--- src/sv/tdbl_pkg.sv ---
package tdbl_pkg;

  localparam logic [1:0] OP_BUILD = 2'd0;
  localparam logic [1:0] OP_QUERY = 2'd1;
  localparam logic [1:0] OP_CLEAR = 2'd2;

  localparam logic [1:0] STATUS_OK   = 2'd0;
  localparam logic [1:0] STATUS_FULL = 2'd1;
  localparam logic [1:0] STATUS_LONG = 2'd2;

  localparam logic [7:0] CHAR_NL = 8'd10;

  localparam int CQ_DEPTH = 2;

  typedef enum logic [1:0] {
    KIND_BUILD,
    KIND_QUERY,
    KIND_CLEAR,
    KIND_NOP
  } kind_t;

  typedef struct packed {
    kind_t      kind;
    logic [7:0] ch;
    logic       is_nl;
  } cmd_t;

  typedef enum logic [2:0] {
    ST_IDLE,
    ST_B_PWN,
    ST_B_CHR,
    ST_B_NEW,
    ST_B_LINK,
    ST_Q_CMP
  } state_t;

endpackage

--- src/sv/tdbl_front.sv ---
module tdbl_front (
  input  logic             clk,
  input  logic             rst_n,
  input  logic             in_push,
  input  logic [1:0]       in_op,
  input  logic [7:0]       in_byte_req,
  output logic             in_full,
  output logic             cmd_valid,
  output tdbl_pkg::cmd_t   cmd,
  input  logic             cmd_pop
);

  tdbl_pkg::cmd_t q_r [tdbl_pkg::CQ_DEPTH];
  logic           wr_ptr_r, wr_ptr_nxt;
  logic           rd_ptr_r, rd_ptr_nxt;
  logic [1:0]     cnt_r, cnt_nxt;
  tdbl_pkg::cmd_t cls;
  logic           do_push;
  logic           do_pop;

  always_comb begin
    cls.ch    = in_byte_req;
    cls.is_nl = (in_byte_req == tdbl_pkg::CHAR_NL);
    case (in_op)
      tdbl_pkg::OP_BUILD: cls.kind = tdbl_pkg::KIND_BUILD;
      tdbl_pkg::OP_QUERY: cls.kind = tdbl_pkg::KIND_QUERY;
      tdbl_pkg::OP_CLEAR: cls.kind = tdbl_pkg::KIND_CLEAR;
      default:            cls.kind = tdbl_pkg::KIND_NOP;
    endcase
  end

  assign in_full   = (cnt_r == 2'(tdbl_pkg::CQ_DEPTH));
  assign cmd_valid = (cnt_r != 2'd0);
  assign cmd       = q_r[rd_ptr_r];
  assign do_push   = in_push && !in_full;
  assign do_pop    = cmd_pop && cmd_valid;

  always_comb begin
    wr_ptr_nxt = do_push ? ~wr_ptr_r : wr_ptr_r;
    rd_ptr_nxt = do_pop ? ~rd_ptr_r : rd_ptr_r;
    cnt_nxt    = cnt_r + 2'(do_push) - 2'(do_pop);
  end

  always_ff @(posedge clk) begin
    if (!rst_n) begin
      wr_ptr_r <= 1'b0;
      rd_ptr_r <= 1'b0;
      cnt_r    <= 2'd0;
    end else begin
      wr_ptr_r <= wr_ptr_nxt;
      rd_ptr_r <= rd_ptr_nxt;
      cnt_r    <= cnt_nxt;
    end
  end

  always_ff @(posedge clk) begin
    if (do_push) begin
      q_r[wr_ptr_r] <= cls;
    end
  end

endmodule

--- config.mk ---
export PLATFORM = sky130hd
export DESIGN_NAME = tdbl_front
export DESIGN_NICKNAME = d
export VERILOG_FILES = /design/src/sv/tdbl_pkg.sv /design/src/sv/tdbl_front.sv
export SDC_FILE = /design/constraint.sdc
export NUM_CORES = 1
export LEC_CHECK = 0
export BUFFER_PORTS_ARGS = -buffer_cell sky130_fd_sc_hd__buf_2
export CAP_MARGIN = 20
export CORE_AREA = 2 2 49 51
export CTS_BUF_LIST = sky130_fd_sc_hd__clkbuf_8 sky130_fd_sc_hd__clkbuf_16
export DETAILED_ROUTE_END_ITERATION = 10
export DIE_AREA = 0 0 51 53
export PLACE_DENSITY_LB_ADDON = 0.05
export REMOVE_ABC_BUFFERS = 1
export SKIP_CTS_REPAIR_TIMING = 1
export SYNTH_ARGS = -nofsm -noshare
export SYNTH_HDL_FRONTEND = slang
export SYNTH_SLANG_ARGS = --single-unit
export TNS_END_PERCENT = 10
--- constraint.sdc ---
create_clock -name clk -period 2 [get_ports clk]
set_input_delay 0.3 -clock clk [delete_from_list [all_inputs] [get_ports clk]]
set_output_delay 0.3 -clock clk [all_outputs]
set_load 0.005 [all_outputs]
==> impl_metrics.ini, run 1 <==
[yosys]
async_flop_share = 0
synth_edf_count = 22
ys_seq_elements = 27
synth-main-ff-cell = edfxtp_1
syn_inst = 66
ys_warn_count = 0
synth_seq_area_share = 0.720
synthDistinctLibCells = 20
syn-cell-area_um2 = 1060
syn_avg_cell_area_um2 = 16.0

[cts]
cts_max_path_buffers = 2
cts_made_buffers = 3
root_buffer = clkbuf_8
clk_pin_slew_ns = 0.08
tritoncts = yes
insertion_delay_ns = 0.26
cts_sinks = 27
h-tree-depth = 1

[global_route]
first_global_vias = 555
grt_use_total = 0.129
antenna_found_initial = 0
grt_max_degree = 15
grt_first_pass_wirelength_mm = 2.48
grt.overflow.total = 0

[critical_path]
r2r-end = cnt_r[1]$_SDFF_PN0_
r2r-start = cnt_r[0]$_SDFF_PN0_
worstPathRequired_ns = 1.70
worstPathMaxFanout = 11
cp-endpoint = cmd[8]
worst-r2r-setup-slack_ns = 0.38
worstRegToRegCells = 8
end_kind = output pin
timing_worst_setup_path_type = flip-flop to output pin
start_kind = flip-flop
arrival_ns = 1.44

[floorplanning]
dieWidth_um = 51
coreArea_um2 = 2150
initial_core_util = 0.492
rows = 17
die_height_um = 53
io_pins = 27
die_area_um2 = 2700

[timing]
finalCritPeriodShare = 0.868
min_period_ns = 1.74
whs_ns = 0.221
skew_ns = 0.00291
fmax_ghz = 0.576
max_slew_margin = 0.656
finalSetupViolations = 0
rsz0062_at_grt = false
postLayoutSetupSlackWorst_ns = 0.264
finalSetupTns_ns = 0
hold_violations = 0
slew_viol_final = 0
worst_pin_slew_ns = 0.517

[layout]
nNetsFinal = 111
stdcell_count = 122
area_growth_pct = 19.4
utilization = 0.587
drive_gt1_frac = 0.447
antenna_cells = 0

[route]
post_drt_via_cell_ratio = 4.80
antenna_left = 0
first_pass_iters = 4
drt-initial-drc-count = 15
drt-total-wl_mm = 1.51
drc_errors = 0
vias = 586
routedWlPerCell_um = 12.4

[place]
dpl.cell_count = 118
port_buffers = 26
detailedPlace.worstSlack_ns = 0.395
gp_congestion = 0.630
dp.final_hpwl_mm = 1.08

[hold_path]
min_path_type = input port to flip-flop

[power_and_ir_drop]
power.density_nw_per_um2 = 1190
vdd.ir_drop.worst_uv = 574
p_leak_nw = 0.516

[status]
outcome = complete, no violations

[flow_run]
max_cap_violations = 0
-- worst min path at each step --
stage	from	end	slack, ns	depth (start not counted)
5_1_grt	in_op[0]	q_r[0][9]$_DFFE_PP_	0.21	1
2_1_floorplan	in_op[1]	q_r[0][10]$_DFFE_PP_	0.40	0
3_5_place_dp	wr_ptr_r$_SDFFE_PN0P_	wr_ptr_r$_SDFFE_PN0P_	0.49	2
6_report	in_op[1]	q_r[1][10]$_DFFE_PP_	0.22	1
3_3_place_gp	wr_ptr_r$_SDFFE_PN0P_	wr_ptr_r$_SDFFE_PN0P_	0.48	2
4_1_cts	in_op[1]	q_r[0][10]$_DFFE_PP_	0.21	1
-- cell families (layout without fill, tap and decap cells) --
family	count (synthesis)	in the layout	share of synthesized area
flip-flops	27	27	0.720
AND/OR/NAND/NOR	16	16	0.0829
multiplexers	12	12	0.127
buffers and inverters	6	34	0.0225
adder cells (fa/ha/maj)	2	2	0.0237
XOR/XNOR	2	2	0.0166
AO/OA/AOI/OAI	1	1	0.00711
-- report_power, final --
group | total [mW] | internal [mW] | switching, mW
clock network | 0.289 | 0.137 | 0.152
registers | 0.802 | 0.731 | 0.0707
logic | 0.405 | 0.232 | 0.172
-- metal layers --
metal / track usage / vias up / wire length, µm
li1: - / 293 / -
met1: 0.160 / 274 / 694
met2: 0.212 / 19 / 734
met3: 0.0282 / 0 / 81
met4: 0.0676 / 0 / 0
met5: 0 / - / 0
-- metrics by stage --
| stage | total power, mW | area, µm² |
|---|---|---|
| 2_1_floorplan | 1.06 | 1040 |
| 3_3_place_gp | 1.22 | 1220 |
| 3_5_place_dp | 1.23 | 1220 |
| 4_1_cts | 1.52 | 1260 |
| 5_1_grt | 1.59 | 1260 |
| 6_report | 1.50 | 1260 |
-- placed cells by master, fill, tap and decap left out --
cell type	netlist	layout
and2_1	2	2
and3_1	1	1
buf_2	1	26
buf_4	0	1
clkbuf_8	0	3
dfxtp_1	5	5
edfxtp_1	22	22
ha_1	2	2
inv_1	3	4
mux2_2	11	11
mux2i_1	1	1
nand2_1	2	2
nand2b_1	2	2
nand4bb_1	1	1
nor2_1	5	5
nor3_1	1	1
o21a_1	1	1
or2_2	1	1
or4_1	1	1
xnor2_1	1	1
xor2_1	1	1
-- state kept, by name (all words and copies together), names as in the netlist, named ones only --
name      cells
rd_ptr_r      1
cnt_r         2
wr_ptr_r      1
q_r          22
-- Yosys cell counts, types with 2 or more instances --
cell      instances  area [µm²]
edfxtp_1         22         661
mux2_2           11         124
dfxtp_1           5         100
nor2_1            5        18.8
inv_1             3        11.3
and2_1            2        12.5
clkbuf_1          2        7.51
ha_1              2        25.0
nand2_1           2        7.51
nand2b_1          2        12.5
-- final cells by class --
| class | instances | area [µm²] |
|---|---|---|
| clock buffer | 3 | 41.3 |
| clock inverter | 1 | 3.75 |
| fill | 189 | 887 |
| inverter | 3 | 11.3 |
| multi-input combinational | 33 | 272 |
| sequential | 27 | 761 |
| tap | 28 | 35.0 |
| timing repair buffer | 27 | 138 |
-- critical path: stages (launching register included) --
cell	delay [ns]
dfxtp_1	0.65
mux2_2	0.40
buf_2	0.13
Power figures use the tool's default switching activity.
==> run 2: changes to the inputs <==
--- a/config.mk
+++ b/config.mk
@@ -5,12 +5,13 @@
 export SDC_FILE = /design/constraint.sdc
 export NUM_CORES = 1
 export LEC_CHECK = 0
+export ABC_AREA = 1
 export BUFFER_PORTS_ARGS = -buffer_cell sky130_fd_sc_hd__buf_2
 export CAP_MARGIN = 20
-export CORE_AREA = 2 2 49 51
+export CORE_AREA = 2 2 51 53
 export CTS_BUF_LIST = sky130_fd_sc_hd__clkbuf_8 sky130_fd_sc_hd__clkbuf_16
 export DETAILED_ROUTE_END_ITERATION = 10
-export DIE_AREA = 0 0 51 53
+export DIE_AREA = 0 0 53 55
 export PLACE_DENSITY_LB_ADDON = 0.05
 export REMOVE_ABC_BUFFERS = 1
 export SKIP_CTS_REPAIR_TIMING = 1
==> impl_metrics.ini, run 2 <==
[yosys]
syn_inst = 81
yosys.area_share.simple = 0.0896
synth_top_family_by_area = multiplexers
ys_warn_count = 0
syn_avg_cell_area_um2 = 13.8
synthTopCellsByArea = edfxtp_1 59%, mux2_4 13%, dfxtp_1 9.0%
synth_edf_count = 22
synth-xor-area-share = 0
synth_top_cell_by_area = edfxtp_1
synth-main-ff-cell = edfxtp_1
synth_seq_area_share = 0.681
netlist_top_cells_count = 22 x edfxtp_1, 11 x inv_1, 11 x nor2_1
syn-cell-area_um2 = 1120
synthDistinctLibCells = 13
synth_top_area_frac = 0.591
synth_fa_ha_area_frac = 0.0224
synth_most_common_cell = edfxtp_1
async_flop_share = 0
synth_mux_area_frac = 0.144
ys_seq_elements = 27
synth-compound-area-share = 0.00896

[layout]
reg_top3 = q_r: 22 flops, cnt_r: 2 flops
largest_reg_flops = 22
drive_gt1_frac = 0.387
area_growth_pct = 19.4
fillers = 217
antenna_cells = 0
layout_common_cells = 26 x buf_2, 22 x edfxtp_1, 12 x inv_1
multi_input_area_um2 = 297
mostFrequentLayoutCell = buf_2
max_flop_register = q_r
final_area_um2 = 1330
nNetsFinal = 128
final-seq-area_um2 = 761

[global_route]
grt_use_total = 0.114
antenna_found_initial = 0
first_global_vias = 544
grt.overflow.total = 0
grt_first_pass_wirelength_mm = 2.27
grt_max_degree = 15

[route]
drc_errors = 0
vias = 654
drt-total-wl_mm = 1.48
routedWlPerCell_um = 10.5
post_drt_via_cell_ratio = 4.64
antenna_left = 0
first_pass_iters = 4
drt-initial-drc-count = 14

[flow_run]
max_cap_violations = 0

[critical_path]
worstPathMaxFanout = 7
start_kind = flip-flop
arrival_ns = 1.41
end_kind = output pin
worstPathRequired_ns = 1.70
timing_worst_setup_path_type = flip-flop to output pin

[cts]
h-tree-depth = 1
cts_sinks = 27
cts_max_path_buffers = 2
clk_pin_slew_ns = 0.08
root_buffer = clkbuf_8
tritoncts = yes
cts_made_buffers = 3
insertion_delay_ns = 0.26

[hold_path]
min_path_type = input port to flip-flop

[timing]
max_slew_margin = 0.694
hold_violations = 0
worst_pin_slew_ns = 0.458
finalSetupViolations = 0
whs_ns = 0.227
fmax_ghz = 0.584
finalCritPeriodShare = 0.856
postLayoutSetupSlackWorst_ns = 0.289
skew_ns = 0.00413
rsz0062_at_grt = false
min_period_ns = 1.71
finalSetupTns_ns = 0
slew_viol_final = 0

[place]
port_buffers = 26
place_area_um2 = 1290
detailedPlace.worstSlack_ns = 0.463
gp_congestion = 0.713
dp.final_hpwl_mm = 1.15

[power_and_ir_drop]
p_total_mw = 1.52
vdd.ir_drop.worst_uv = 602
power.density_nw_per_um2 = 1140
p_leak_nw = 0.595

[floorplanning]
die_area_um2 = 2920
rows = 18
coreArea_um2 = 2360
die_height_um = 55
io_pins = 27
initial_core_util = 0.472
dieWidth_um = 53

[status]
outcome = complete, no violations
[run 2: cell types whose count changed after synthesis, sizes merged, moves of 2 or more]
cell	change
and2	-2
nor2	+6
nand2	+8
nand2b	-2
a21oi	+2
nand3	+3
inv	+8
[run 2: layer usage]
layer | routed length, µm | global-route usage | part of all wire
met1 | 579 | 0.125 | 0.39
met2 | 796 | 0.202 | 0.54
met3 | 98 | 0.0376 | 0.066
met4 | 10 | 0.0513 | 0.0067
met5 | 0 | 0 | 0
[run 2: cell families (layout without fill, tap and decap cells)]
| kind of cell | Yosys count | in the layout |
|---|---|---|
| flip-flops | 27 | 27 |
| buffers and inverters | 14 | 44 |
| AO/OA/AOI/OAI | 2 | 2 |
| AND/OR/NAND/NOR | 25 | 25 |
| adder cells (fa/ha/maj) | 2 | 2 |
| multiplexers | 11 | 11 |
[run 2: worst max-delay path: stages (launching register included)]
cell and delay [ns]:
dfxtp_1 0.48, buf_4 0.25, mux2_4 0.31, buf_2 0.12
[run 2: layout make-up]
| cell class | instances | share of cell area |
|---|---|---|
| flip-flops and latches | 27 | 0.570 |
| clock inverters | 1 | 0.00281 |
| well taps | 30 | 0.0281 |
| inverters | 11 | 0.0310 |
| multi-input cells | 40 | 0.222 |
| clock buffers | 3 | 0.0310 |
| repair buffers | 29 | 0.114 |
[run 2: final timing paths]
kind,start,endpoint,slack [ns],depth (start not counted)
setup reg to reg,cnt_r[0]$_SDFF_PN0_,cnt_r[1]$_SDFF_PN0_,0.47,10
hold reg to reg,wr_ptr_r$_SDFFE_PN0P_,wr_ptr_r$_SDFFE_PN0P_,0.52,2
hold / removal,in_op[0],q_r[0][9]$_DFFE_PP_,0.23,1
setup / recovery,flip-flop,cmd[6],0.29,3
[run 2: report_power, final]
group / internal, mW / switching, mW
Clock: 0.137 / 0.143
Combinational: 0.252 / 0.220
Sequential: 0.720 / 0.0479
Total: 1.11 / 0.411
[run 2: through the flow]
step,cells,utilization
after CTS,141,0.564
final,141,0.564
after global routing,141,0.564
after detailed placement,137,0.545
after global placement,137,0.545
after floorplan,78,-
